[config.mk]
export PLATFORM = sky130hd
export DESIGN_NAME = utf8_validating_decoder_core
export DESIGN_NICKNAME = d
export VERILOG_FILES = /design/src/design/utf8vd_pkg.sv /design/src/design/utf8vd_decode.sv /design/src/design/utf8vd_burst.sv /design/src/design/utf8_validating_decoder_core.sv
export SDC_FILE = /design/constraint.sdc
export NUM_CORES = 1
export LEC_CHECK = 0
export ABC_AREA = 1
export BUFFER_PORTS_ARGS = -buffer_cell sky130_fd_sc_hd__buf_2
export CAP_MARGIN = 20
export CORE_AREA = 2 2 72 74
export DETAILED_ROUTE_END_ITERATION = 16
export DIE_AREA = 0 0 74 76
export GPL_TIMING_DRIVEN = 1
export PLACE_DENSITY = 0.84
export SYNTH_ARGS = -nofsm -noshare
export SYNTH_HDL_FRONTEND = slang
export SYNTH_SLANG_ARGS = --single-unit
[constraint.sdc]
create_clock -name clock -period 2.7 [get_ports clock]
set_input_delay 0.81 -clock clock [delete_from_list [all_inputs] [get_ports clock]]
set_output_delay 0.81 -clock clock [all_outputs]
set_load 0.05 [all_outputs]
[src/design/utf8vd_pkg.sv]
package utf8vd_pkg;

   localparam int unsigned CP_WIDTH = 21;
   localparam int unsigned BYTE_WIDTH = 8;
   localparam int unsigned COUNT_WIDTH = 3;

   localparam logic [CP_WIDTH-1:0] REPLACEMENT = 21'h00FFFD;
   localparam logic [CP_WIDTH-1:0] MAX_SCALAR = 21'h10FFFF;
   localparam logic [CP_WIDTH-1:0] SURR_LO = 21'h00D800;
   localparam logic [CP_WIDTH-1:0] SURR_HI = 21'h00DFFF;
   localparam logic [CP_WIDTH-1:0] MIN_TWO = 21'h000080;
   localparam logic [CP_WIDTH-1:0] MIN_THREE = 21'h000800;
   localparam logic [CP_WIDTH-1:0] MIN_FOUR = 21'h010000;
   localparam logic [5:0] CONT_MASK = 6'h3F;

   typedef struct packed {
      logic [1:0]          seq_length;
      logic [1:0]          conts_seen;
      logic [CP_WIDTH-1:0] accum_bits;
   } state_type;

   typedef struct packed {
      logic [COUNT_WIDTH-1:0] count;
      logic [CP_WIDTH-1:0]    code_point;
      logic                   ok;
      logic                   text_end;
   } burst_type;

endpackage

[src/design/utf8vd_decode.sv]
module utf8vd_decode (
   input  utf8vd_pkg::state_type state_cur,
   input  logic [7:0]            byte_in,
   input  logic                  is_last,
   output utf8vd_pkg::state_type state_nxt,
   output utf8vd_pkg::burst_type burst
);
   import utf8vd_pkg::*;

   logic                   open_seq;
   logic                   is_cont;
   logic [CP_WIDTH-1:0]    acc_shift;
   logic [1:0]             conts_inc;
   logic                   complete;
   logic [CP_WIDTH-1:0]    minimum;
   logic                   bad_value;
   logic [COUNT_WIDTH-1:0] pre_count;
   logic                   lead_open;
   logic                   is_ascii;
   logic [1:0]             lead_len;
   logic [CP_WIDTH-1:0]    lead_bits;

   always_comb begin
      open_seq  = (state_cur.seq_length != 2'd0);
      is_cont   = (byte_in[7:6] == 2'b10);
      acc_shift = {state_cur.accum_bits[CP_WIDTH-7:0], byte_in[5:0] & CONT_MASK};
      conts_inc = state_cur.conts_seen + 2'd1;
      complete  = (conts_inc >= state_cur.seq_length);

      case (state_cur.seq_length)
         2'd1: begin
            minimum = MIN_TWO;
         end
         2'd2: begin
            minimum = MIN_THREE;
         end
         default: begin
            minimum = MIN_FOUR;
         end
      endcase
      bad_value = (acc_shift < minimum) || (acc_shift > MAX_SCALAR)
                  || ((acc_shift >= SURR_LO) && (acc_shift <= SURR_HI));

      is_ascii  = (byte_in[7] == 1'b0);
      lead_open = 1'b0;
      lead_len  = 2'd0;
      lead_bits = '0;
      if (byte_in[7:5] == 3'b110) begin
         lead_open = 1'b1;
         lead_len  = 2'd1;
         lead_bits = {{(CP_WIDTH-5){1'b0}}, byte_in[4:0]};
      end else if (byte_in[7:4] == 4'b1110) begin
         lead_open = 1'b1;
         lead_len  = 2'd2;
         lead_bits = {{(CP_WIDTH-4){1'b0}}, byte_in[3:0]};
      end else if (byte_in[7:3] == 5'b11110) begin
         lead_open = 1'b1;
         lead_len  = 2'd3;
         lead_bits = {{(CP_WIDTH-3){1'b0}}, byte_in[2:0]};
      end

      pre_count = open_seq ? ({1'b0, state_cur.conts_seen} + 3'd1) : 3'd0;

      state_nxt        = '0;
      burst.text_end   = is_last;
      burst.code_point = REPLACEMENT;
      burst.ok         = 1'b0;
      burst.count      = '0;

      if (open_seq && is_cont) begin
         if (complete) begin
            burst.count = 3'd1;
            if (!bad_value) begin
               burst.code_point = acc_shift;
               burst.ok         = 1'b1;
            end
         end else if (is_last) begin
            burst.count = {1'b0, conts_inc} + 3'd1;
         end else begin
            state_nxt.seq_length = state_cur.seq_length;
            state_nxt.conts_seen = conts_inc;
            state_nxt.accum_bits = acc_shift;
         end
      end else begin
         if (lead_open) begin
            burst.count = pre_count + (is_last ? 3'd1 : 3'd0);
            if (!is_last) begin
               state_nxt.seq_length = lead_len;
               state_nxt.accum_bits = lead_bits;
            end
         end else begin
            burst.count = pre_count + 3'd1;
            if (is_ascii) begin
               burst.code_point = {{(CP_WIDTH-BYTE_WIDTH){1'b0}}, byte_in};
               burst.ok         = 1'b1;
            end
         end
      end
   end

endmodule

[src/design/utf8vd_burst.sv]
module utf8vd_burst (
   input  logic                  clock,
   input  logic                  reset,
   input  logic                  load,
   input  utf8vd_pkg::burst_type burst,
   output logic                  can_load,
   output logic                  rsp_tvalid,
   input  logic                  rsp_tready,
   output logic [23:0]           rsp_tdata,
   output logic                  rsp_tlast,
   output logic [1:0]            rsp_tuser
);
   import utf8vd_pkg::*;

   logic [COUNT_WIDTH-1:0] count_ff, count_in;
   logic [1:0]             index_ff, index_in;
   logic [CP_WIDTH-1:0]    cp_ff, cp_in;
   logic                   ok_ff, ok_in;
   logic                   end_ff, end_in;
   logic                   busy;
   logic                   is_final;
   logic                   take;

   always_comb begin
      busy     = (count_ff != '0);
      is_final = ({1'b0, index_ff} == (count_ff - 3'd1));
      take     = busy && rsp_tready;
      can_load = !busy || (take && is_final);

      count_in = count_ff;
      index_in = index_ff;
      cp_in    = cp_ff;
      ok_in    = ok_ff;
      end_in   = end_ff;
      if (load) begin
         count_in = burst.count;
         index_in = 2'd0;
         cp_in    = burst.code_point;
         ok_in    = burst.ok;
         end_in   = burst.text_end;
      end else if (take) begin
         if (is_final) begin
            count_in = '0;
         end else begin
            index_in = index_ff + 2'd1;
         end
      end

      rsp_tvalid = busy;
      rsp_tdata  = {3'b000, is_final ? cp_ff : REPLACEMENT};
      rsp_tlast  = is_final;
      rsp_tuser  = {is_final && end_ff, is_final && ok_ff};
   end

   always_ff @(posedge clock) begin
      if (reset) begin
         count_ff <= '0;
         index_ff <= 2'd0;
      end else begin
         count_ff <= count_in;
         index_ff <= index_in;
      end
   end

   always_ff @(posedge clock) begin
      cp_ff  <= cp_in;
      ok_ff  <= ok_in;
      end_ff <= end_in;
   end

endmodule

[src/design/utf8_validating_decoder_core.sv]
// the first result of a byte is offered in the cycle after the byte is taken
// throughput: one byte per cycle while each byte gives at most one result and the output is not stalled
// a byte giving n results holds the input until its final item is taken
// reset: synchronous, active high; clears the open sequence and the output sequencer
module utf8_validating_decoder_core (
   input  logic        clock,
   input  logic        reset,
   input  logic        req_tvalid,
   output logic        req_tready,
   input  logic [7:0]  req_tdata,  // byte_in
   input  logic        req_tlast,  // is_last
   output logic        rsp_tvalid,
   input  logic        rsp_tready,
   output logic [23:0] rsp_tdata,  // code_point, zero pad
   output logic        rsp_tlast,  // run_last
   output logic [1:0]  rsp_tuser   // ok, text_end
);
   import utf8vd_pkg::*;

   state_type state_ff, state_in;
   state_type state_nxt;
   burst_type burst;
   logic      can_load;
   logic      accept;

   utf8vd_decode u_decode (
      .state_cur (state_ff),
      .byte_in   (req_tdata),
      .is_last   (req_tlast),
      .state_nxt (state_nxt),
      .burst     (burst)
   );

   utf8vd_burst u_burst (
      .clock      (clock),
      .reset      (reset),
      .load       (accept),
      .burst      (burst),
      .can_load   (can_load),
      .rsp_tvalid (rsp_tvalid),
      .rsp_tready (rsp_tready),
      .rsp_tdata  (rsp_tdata),
      .rsp_tlast  (rsp_tlast),
      .rsp_tuser  (rsp_tuser)
   );

   always_comb begin
      req_tready = can_load;
      accept     = req_tvalid && can_load;
      state_in   = accept ? state_nxt : state_ff;
   end

   always_ff @(posedge clock) begin
      if (reset) begin
         state_ff <= '0;
      end else begin
         state_ff <= state_in;
      end
   end

   a_end_on_last: assert property (@(posedge clock) disable iff (reset)
      rsp_tvalid && rsp_tuser[1] |-> rsp_tlast)
      else $error("text end on a non-final item");

   a_ok_on_last: assert property (@(posedge clock) disable iff (reset)
      rsp_tvalid && rsp_tuser[0] |-> rsp_tlast)
      else $error("decoded value before the final item of a byte");

   a_hold_mid_burst: assert property (@(posedge clock) disable iff (reset)
      rsp_tvalid && !rsp_tlast |-> !req_tready)
      else $error("input taken in the middle of a burst");

   a_close_on_last: assert property (@(posedge clock) disable iff (reset)
      req_tvalid && req_tready && req_tlast |=> state_ff.seq_length == 2'd0)
      else $error("sequence left open after end of text");

endmodule
==> results of run 1 <==
-- sequential cells by signal, indices dropped and copies added, names as in the netlist --
name              flops
state_ff             19
u_burst.count_ff      3
u_burst.cp_ff        21
u_burst.end_ff        1
u_burst.index_ff      2
u_burst.ok_ff         1
-- worst paths after layout --
| path | start | depth (start not counted) | to |
|---|---|---|---|
| max | u_burst.count_ff[0] | 10 | rsp_tdata[11] |
| min | u_burst.count_ff[1] | 2 | u_burst.count_ff[1] |
| max reg2reg | state_ff[21] | 11 | u_burst.cp_ff[5] |
| min reg2reg | u_burst.count_ff[1] | 2 | u_burst.count_ff[1] |
-- report_power, final --
part           internal, mW  total, mW  switching (mW)  leakage, nW
clock                 0.276      0.519           0.243       0.0581
combinational         0.147      0.439           0.292        0.937
sequential            0.811      0.830          0.0188        0.414
-- cell families after synthesis --
kind of cell	Yosys count	share of synthesized area (%)
flip-flops	47	44.89
other	1	0.1437
XOR/XNOR	3	1.007
AND/OR/NAND/NOR	167	29.64
adder cells (fa/ha/maj)	13	6.235
buffers and inverters	63	10.50
AO/OA/AOI/OAI	37	7.578
-- layer usage --
layer  GRT usage [%]  vias to the layer above  wire [um]
li1                -                     1136          -
met1           26.24                     1036       2402
met2           33.30                       87       3097
met3           3.968                       15        317
met4           7.273                        0        123
met5               0                        -          0
-- worst register-to-register path: stages (launching register included) --
cell and delay, ps:
dfxtp_1 340, inv_1 50, ha_1 340, inv_1 60, ha_1 260, o21ai_0 110
nand2_1 140, nand2_1 100, nor3_2 250, nand2_2 100, nand2_2 200, nand2_1 90
-- cell type report --
cell class / instances / area (um^2)
Timing Repair Buffer: 47 / 457.9
Inverter: 52 / 195.2
Multi-Input combinational cell: 223 / 1227
Tap cell: 70 / 87.58
Sequential cell: 47 / 1174
Fill cell: 372 / 1658
Clock buffer: 5 / 68.82
Clock inverter: 3 / 43.79
-- cells in the final DEF, fill, tap and decap left out, drive strengths merged, types with 2 or more instances in the layout --
cell    synthesis  routed
a21oi          12      12
buf             7      44
clkbuf          4       8
clkinv          0       2
conb            1       3
dfxtp          24      24
edfxtp         23      23
ha             13      13
inv            52      52
nand2          71      71
nand3          22      22
nand4           6       6
nor2           45      45
nor3            5       5
o21ai          21      21
or2            17      17
xor2            2       2
-- stage by stage --
stage	power (mW)	worst slack (ps)	TNS, ps	cells	utilization [%]
after floorplan	1.129	-58.43	-467.4	333	-
after global placement	1.206	146.7	0	434	58.51
after detailed placement	1.221	83.86	0	434	58.51
after CTS	1.746	-37.29	-442.8	443	63.14
after global routing	1.869	-169.5	-2387	447	66.25
final	1.788	-92.83	-879.5	447	66.25
-- repair_timing --
action                     CTS  global route
pin swaps                    2             1
setup endpoints to repair   24            23
buffers inserted             1             2
resized for setup           35            36
cloned                       0             2
==> flow_summary_export.csv, run 1 <==
group,metric,value,unit
outcome,outcome,"finished with violations",
outcome,failed_checks,"negative setup slack",
clock_network,clk_latency,300,ps
clock_network,clock-sinks,47,
yosys,syn_area,2609,um^2
drt,drt_pre_antenna_iters,6,
floorplanning,core_area,4912,um^2
power_and_ir_drop,ir_drop,0.2651,mV
place,place_hpwl,3.782,mm
floorplanning,die_w,74,um
sta,max_clock_freq,0.3581,GHz
power_and_ir_drop,p_leak,1.409,nW
global_route,grt_max_degree,34,
place,portBuffers,38,
worst_setup_path,cp-start-kind,"flip-flop",
worst_setup_path,crit_family,"simple AND/OR/NAND/NOR gates",
worst_setup_path,crit_arrival,1980,ps
floorplanning,initial_core_util,53.11,%
yosys,synth-async-reset-ratio,0,%
drt,drc,0,
drt,wl_per_cell,13.29,um
layout,syn_to_final_growth,24.75,%
yosys,synth_edf_count,23,
worst_setup_path,crit_type,"reg2out",
power_and_ir_drop,p_per_area,549.4,nW/um^2
yosys,ys_top_cells_by_area,"edfxtp_1 (26%), dfxtp_1 (18%), nand2_1 (9.6%), inv_1 (7.3%), ha_1 (6.2%)",
place,gp_congestion,0.9058,
clock_network,ctsHoldBuffers,0,
yosys,ys_seq_elements,47,
yosys,syn_inst,331,
hold_path,hold_path.class,"reg2reg",
floorplanning,pin_count,42,
sta,finalCritPeriodShare,103.4,%
clock_network,clk_pin_slew_worst_paths,90,ps
run,drv_cap,0,
yosys,synth.most_common_cell,"nand2_1",
drt,num_vias,2274,
floorplanning,fp.dieH,76,um
clock_network,clockBufferDepth,2,
sta,slew_violations,0,
yosys,synth.largest_area_cell,"edfxtp_1",
floorplanning,die_area,5624,um^2
clock_network,cts_max_level,2,
yosys,synth_top_cells_by_count,"nand2_1 (67), inv_1 (51), nor2_1 (43)",
yosys,yosys_warnings,0,
yosys,synthDistinctLibCells,31,
worst_setup_path,end_kind,"output port",
sta,finalCriticalPeriod,2793,ps
global_route,grtUsageTotal,20.29,%
layout,final_area,3254,um^2
sta,whs,468.4,ps
yosys,yosysSeqAreaShare,44.89,%
drt,viasPerCell,5.087,
yosys,ys.flop_type,"dfxtp_1",
worst_setup_path,path_max_fanout,11,
sta,hold_violations,0,
global_route,grt.overflow.total,0,
sta,worstMarginPinSlew,642.7,ps
drt,ant_nets,0,
sta,setup_viol,15,
worst_setup_path,required,1890,ps
yosys,avgSynthCellArea,7.881,um^2
drt,drt_iter0_drc,276,
clock_network,root_buffer,"clkbuf_8",
layout,antennaDiodeCount,0,
clock_network,numCtsBuffers,5,
worst_setup_path,slowest_delay,350,ps
sta,maxSlewHeadroom,56.70,%
layout,drive_gt1_share,25.46,%
worst_setup_path,cp_slowest_cell,"dfxtp_2",
layout,nets,402,
worst_setup_path,worstPathCellList,"inv_2, ha_4, inv_2, nand2_2, nand2_2, nor2_4, nand2_4, clkbuf_16, or2_2, buf_6",
place,dpl_cell_area,2874,um^2
sta,setup_ws,-92.83,ps
global_route,grt_pass1_vias,2069,
sta,fin_skew,6.178,ps
worst_setup_path,ff2ff_setup_slack,410,ps
clock_network,tritoncts,"yes",
sta,rsz0062_at_grt,"true",
global_route,antenna_found_initial,0,
worst_setup_path,crit_buf_inv,4,
floorplanning,num_rows,26,
yosys,synth.top_cell.area_share,26.47,%
drt,wl,5.941,mm
global_route,grt_pass1_wl,9.121,mm
No activity file was read; power rests on OpenSTA's default activity.
==> run 2, diff against run 1 <==
--- a/config.mk
+++ b/config.mk
@@ -8,9 +8,9 @@
 export ABC_AREA = 1
 export BUFFER_PORTS_ARGS = -buffer_cell sky130_fd_sc_hd__buf_2
 export CAP_MARGIN = 20
-export CORE_AREA = 2 2 72 74
+export CORE_AREA = 2 2 82 65
 export DETAILED_ROUTE_END_ITERATION = 16
-export DIE_AREA = 0 0 74 76
+export DIE_AREA = 0 0 84 67
 export GPL_TIMING_DRIVEN = 1
 export PLACE_DENSITY = 0.84
 export SYNTH_ARGS = -nofsm -noshare
==> run 2 against run 1 <==
The flow still finishes with violations (negative setup slack); first-iteration DRC count up 4.0%; die area about the same; wire length up 4.5%; highest routed layer unchanged; maximum frequency down 0.76%; total power up 3.2%; via count up 2.9%; core utilization up 4.1 points; worst hold slack better by 7.1 ps; count of clock-buffer cells in the layout up 1; critical path depth unchanged; critical endpoint is now rsp_tdata[9].
==> flow_summary_export.csv, run 2 (synthesis results as in run 1) <==
group,metric,value,unit
worst_setup_path,startpoint,"u_burst.count_ff[0]",
clock_network,clk_latency,310,ps
layout,largest_register_ffs,21,
hold_path,holdCritStartpoint,"u_burst.count_ff[1]",
global_route,use_met2,33.50,%
global_route,grt_pass1_wl,8.976,mm
worst_setup_path,cp-start-kind,"flip-flop",
sta,maxSlewHeadroom,57.75,%
drt,ant_nets,0,
layout,layout_common_cells,"nand2_1 (65), inv_1 (48), nor2_1 (39)",
layout,nets,404,
drt,wl_per_cell,14.14,um
layout,layout_commonest_cell,"nand2_1",
global_route,grt_max_degree,25,
power_and_ir_drop,switchingPower,574.7,uW
drt,drc,0,
clock_network,clock-sinks,47,
global_route,globalRouteMet1Util,26.68,%
sta,setup_viol,19,
sta,finalCritPeriodShare,104.2,%
worst_setup_path,worstPathCellList,"inv_2, ha_4, inv_2, nand2_1, nand2_1, nor2_2, nand2_4, clkbuf_16, or2_4, buf_8",
place,dp_slack,29.78,ps
clock_network,cts_max_level,2,
power_and_ir_drop,finalPower,1.845,mW
sta,hold_violations,0,
sta,fin_tns_setup,-1432,ps
layout,reg.largest.list,"u_burst.cp_ff (21), state_ff (19), u_burst.count_ff (3)",
floorplanning,die_area,5628,um^2
worst_setup_path,path_max_fanout,6,
sta,rsz0062_at_grt,"true",
layout,antennaDiodeCount,0,
worst_setup_path,crit_arrival,2000,ps
power_and_ir_drop,p_clk_share,30.4,%
place,place_hpwl,3.938,mm
outcome,failed_checks,"negative setup slack",
worst_setup_path,r2r-start,"state_ff[21]",
floorplanning,pin_count,42,
global_route,grt.busiest_layer,"met2",
floorplanning,initial_core_util,54.78,%
hold_path,hold_path.class,"reg2reg",
sta,finalCriticalPeriod,2814,ps
drt,drt_pre_antenna_iters,5,
drt,viasPerCell,5.330,
worst_setup_path,slowest_delay,350,ps
layout,final_area,3351,um^2
sta,setup_ws,-114.1,ps
global_route,grt.overflow.total,0,
worst_setup_path,required,1890,ps
layout,regMostFlops,"u_burst.cp_ff",
power_and_ir_drop,p_sw_share,31.15,%
floorplanning,fp.dieH,67,um
outcome,outcome,"finished with violations",
global_route,grt_use_met3,3.841,%
clock_network,numCtsBuffers,5,
worst_setup_path,crit_type,"reg2out",
drt,num_vias,2340,
floorplanning,num_rows,22,
place,gp_congestion,0.8733,
power_and_ir_drop,p_per_area,550.6,nW/um^2
global_route,antenna_found_initial,0,
worst_setup_path,end_kind,"output port",
power_and_ir_drop,p_comb_share,24.6,%
power_and_ir_drop,p_int,1.270,mW
sta,worstMarginPinSlew,627.1,ps
clock_network,clk_pin_slew_worst_paths,90,ps
global_route,grtUsageTotal,20.16,%
power_and_ir_drop,p_leak,1.461,nW
floorplanning,core_area,4762,um^2
drt,drt_iter0_drc,287,
power_and_ir_drop,ir_drop,0.2879,mV
clock_network,clockBufferDepth,2,
layout,drive_gt1_share,26.12,%
sta,slew_violations,0,
global_route,grt_pass1_vias,1999,
drt,wl,6.209,mm
layout,n_fill_cell,334,
clock_network,tritoncts,"yes",
worst_setup_path,cp_slowest_cell,"dfxtp_2",
sta,fin_skew,6.754,ps
place,portBuffers,38,
power_and_ir_drop,power_frac_seq,45.0,%
layout,syn_to_final_growth,28.44,%
run,drv_cap,0,
floorplanning,die_w,84,um
clock_network,root_buffer,"clkbuf_8",
place,dpl_cell_area,2856,um^2
sta,max_clock_freq,0.3554,GHz
## run 2: timing repair
item | CTS | global route
resized for setup | 36 | 64
hold buffers | 0 | 0
setup buffers | 1 | 2
endpoints found under the setup margin | 25 | 25
gates cloned | 0 | 3
pin swaps | 1 | 3
## run 2: cell type report
class / instances / area, um^2 / share of cell area [%]
clock inverter: 2 / 38.79 / 1.158
sequential: 47 / 1174 / 35.03
clock buffer: 6 / 82.58 / 2.465
multi-input combinational: 223 / 1267 / 37.83
tap: 60 / 75.07 / 2.240
inverter: 52 / 195.2 / 5.825
timing repair buffer: 49 / 518.0 / 15.46
## run 2: stage by stage
step                      util [%]  hold slack (ps)  std cells
after global routing         70.36            514.1        439
after floorplan                  -            437.4        333
final                        70.36            475.5        439
after detailed placement     59.98            454.1        425
after CTS                    64.95            467.7        434
after global placement       59.98            449.6        425
## run 2: metal layers
metal  vias up  routed length [um]
li1       1139                   -
met2       101                3079
met5         -                   0
met3        14                 369
met1      1086                2627
met4         0                 131
## run 2: critical path: cells and delay by family, from the launching register on
kind	cells	cell delay [ps]
and+or+nand+nor	5	650
adders and majority gates	1	260
DFF	1	350
buffers and inverters	4	430
## run 2: power groups by stage
stage | clock [mW] | sequential, mW | combinational [mW]
2_1_floorplan | 0 | 0.841 | 0.288
3_3_place_gp | 0 | 0.841 | 0.365
3_5_place_dp | 0 | 0.843 | 0.377
4_1_cts | 0.556 | 0.827 | 0.395
5_1_grt | 0.586 | 0.835 | 0.495
6_report | 0.560 | 0.830 | 0.454
## run 2: final timing paths
kind / to / slack [ps] / cells after the start
worst max register to register: u_burst.cp_ff[14] / 370 / 11
worst min-delay path: u_burst.count_ff[1] / 480 / 2
worst max-delay path: rsp_tdata[9] / -110 / 10
worst min register to register: u_burst.count_ff[1] / 480 / 2
==> run 3, diff against run 2 <==
--- a/config.mk
+++ b/config.mk
@@ -12,7 +12,7 @@
 export DETAILED_ROUTE_END_ITERATION = 16
 export DIE_AREA = 0 0 84 67
 export GPL_TIMING_DRIVEN = 1
-export PLACE_DENSITY = 0.84
+export PLACE_DENSITY = 0.88
 export SYNTH_ARGS = -nofsm -noshare
 export SYNTH_HDL_FRONTEND = slang
 export SYNTH_SLANG_ARGS = --single-unit
==> run 3 against run 2 <==
The run still ends with negative setup slack left; total power decreased by 6.2%; critical path depth rose by 1; die area stayed put; maximum frequency decreased by 0.81%; register-to-register slack got worse by 70 ps; design area rose by 1.0%; worst hold slack lost 2.1 ps; clock skew up 0.91 ps; sequential cell count unchanged; first-iteration DRC count up 33%; non-clock buffer count increased by 2; largest cell class unchanged; critical endpoint is now rsp_tdata[2].
==> flow_summary_export.csv, run 3 (synthesis results as in run 1) <==
group,metric,value,unit
outcome,outcome,"finished with violations",
worst_setup_path,worstPathCellList,"inv_2, ha_4, inv_2, nand2_2, nand2_2, nor2_4, nand2_4, buf_12, buf_16, or2_4, buf_8",
global_route,grtUsageTotal,24.53,%
clock_network,clock-sinks,47,
worst_setup_path,cp_slowest_cell,"dfxtp_2",
worst_setup_path,required,1890,ps
floorplanning,core_area,4762,um^2
clock_network,ctsHoldBuffers,0,
clock_network,clk_pin_slew_worst_paths,90,ps
layout,multi_input_area,1285,um^2
floorplanning,num_rows,22,
layout,n_fill_cell,334,
drt,drt_iter0_drc,382,
worst_setup_path,cp-start-kind,"flip-flop",
clock_network,cts_max_level,2,
clock_network,clockBufferDepth,2,
sta,fin_skew,7.661,ps
sta,setup_viol,20,
worst_setup_path,end_kind,"output port",
sta,setup_ws,-137.0,ps
layout,nets,406,
sta,rsz0062_at_grt,"true",
layout,antennaDiodeCount,0,
global_route,grt_pass1_vias,2213,
layout,drive_gt1_share,27.37,%
drt,ant_nets,0,
layout,largest_register_ffs,21,
worst_setup_path,crit_arrival,2030,ps
layout,regMostFlops,"u_burst.cp_ff",
clock_network,numCtsBuffers,5,
power_and_ir_drop,ir_drop,0.3304,mV
floorplanning,pin_count,42,
outcome,failed_checks,"negative setup slack",
layout,seq_area,1174,um^2
place,portBuffers,38,
worst_setup_path,crit_type,"reg2out",
layout,reg.largest.list,"u_burst.cp_ff (21), state_ff (19), u_burst.count_ff (3)",
global_route,grt.overflow.total,0,
global_route,grt_max_degree,20,
hold_path,hold_path.class,"reg2reg",
place,place_hpwl,4.013,mm
layout,syn_to_final_growth,29.78,%
global_route,grt_pass1_wl,10.59,mm
power_and_ir_drop,p_per_area,511.2,nW/um^2
drt,viasPerCell,5.505,
floorplanning,die_area,5628,um^2
sta,slew_violations,0,
drt,num_vias,2422,
sta,fin_tns_setup,-724.2,ps
clock_network,root_buffer,"clkbuf_8",
drt,drt_pre_antenna_iters,5,
clock_network,tritoncts,"yes",
sta,hold_violations,0,
sta,worstMarginPinSlew,596.9,ps
clock_network,clk_latency,310,ps
sta,finalCritPeriodShare,105.1,%
drt,wl_per_cell,15.77,um
sta,max_clock_freq,0.3525,GHz
drt,wl,6.937,mm
sta,finalCriticalPeriod,2837,ps
global_route,antenna_found_initial,0,
place,gp_congestion,0.8934,
place,dp_slack,120.4,ps
floorplanning,fp.dieH,67,um
floorplanning,initial_core_util,54.78,%
run,drv_cap,0,
drt,drc,0,
worst_setup_path,path_max_fanout,6,
worst_setup_path,slowest_delay,350,ps
layout,layout_commonest_cell,"nand2_1",
floorplanning,die_w,84,um
sta,maxSlewHeadroom,60.16,%
power_and_ir_drop,p_leak,1.463,nW
layout,layout_common_cells,"nand2_1 (63), inv_1 (47), nor2_1 (38)",
==> run 3: cell types whose count changed in the layout (fill, tap and decap cells not counted), moves of 2 or more <==
cell / before / now
nand2_2: 3 / 6
buf_4: 12 / 9
nor2_2: 2 / 0
buf_6: 6 / 9
nor2_4: 4 / 7
buf_16: 0 / 2
nand2_1: 65 / 63
==> run 3: through the flow <==
step | hold WS, ps | cell area, um^2 | power (mW) | cells | util (%)
6_report | 473.4 | 3386 | 1.731 | 440 | 71.10
5_1_grt | 501.7 | 3386 | 1.805 | 440 | 71.10
4_1_cts | 471.7 | 3319 | 1.677 | 438 | 69.71
3_5_place_dp | 453.4 | 2844 | 1.217 | 425 | 59.72
3_3_place_gp | 448.8 | 2844 | 1.205 | 425 | 59.72
2_1_floorplan | 437.4 | 2616 | 1.129 | 333 | -
==> run 3: per-layer routing <==
metal,GRT usage (%),wire length [um]
met1,31.29,2794
met2,41.80,3455
met3,3.965,535
met4,10.48,153
met5,0,0
==> run 3: final timing paths <==
check | from | to | slack [ps] | cells past startpoint
max | u_burst.count_ff[0] | rsp_tdata[2] | -140 | 11
min | u_burst.count_ff[1] | u_burst.count_ff[1] | 470 | 2
max reg2reg | state_ff[21] | u_burst.cp_ff[8] | 300 | 11
min reg2reg | u_burst.count_ff[1] | u_burst.count_ff[1] | 470 | 2
==> run 3: worst max-delay path, delay by kind of cell, from the launching register on <==
kind,cells,cell delay (ps)
adders and majority gates,1,270
DFF,1,350
and+or+nand+nor,5,570
buffers and inverters,5,520
==> run 3: what timing repair did <==
item,in CTS,in global routing
gates cloned,2,1
resized for setup,94,15
endpoints found under the hold margin,0,0
setup buffers,4,2
endpoints found under the setup margin,25,25
pin swaps,2,1
==> run 3: area by class of cell <==
| class | instances | share of cell area [%] |
|---|---|---|
| well taps | 60 | 2.217 |
| clock inverters | 2 | 0.4065 |
| flip-flops and latches | 47 | 34.66 |
| clock buffers | 5 | 2.033 |
| repair buffers | 51 | 16.96 |
| multi-input cells | 223 | 37.95 |
| inverters | 52 | 5.765 |
==> run 3: power breakdown <==
part	switching (mW)	internal [mW]
logic	0.315	0.159
registers	0.0205	0.811
clock network	0.247	0.178
total	0.583	1.15
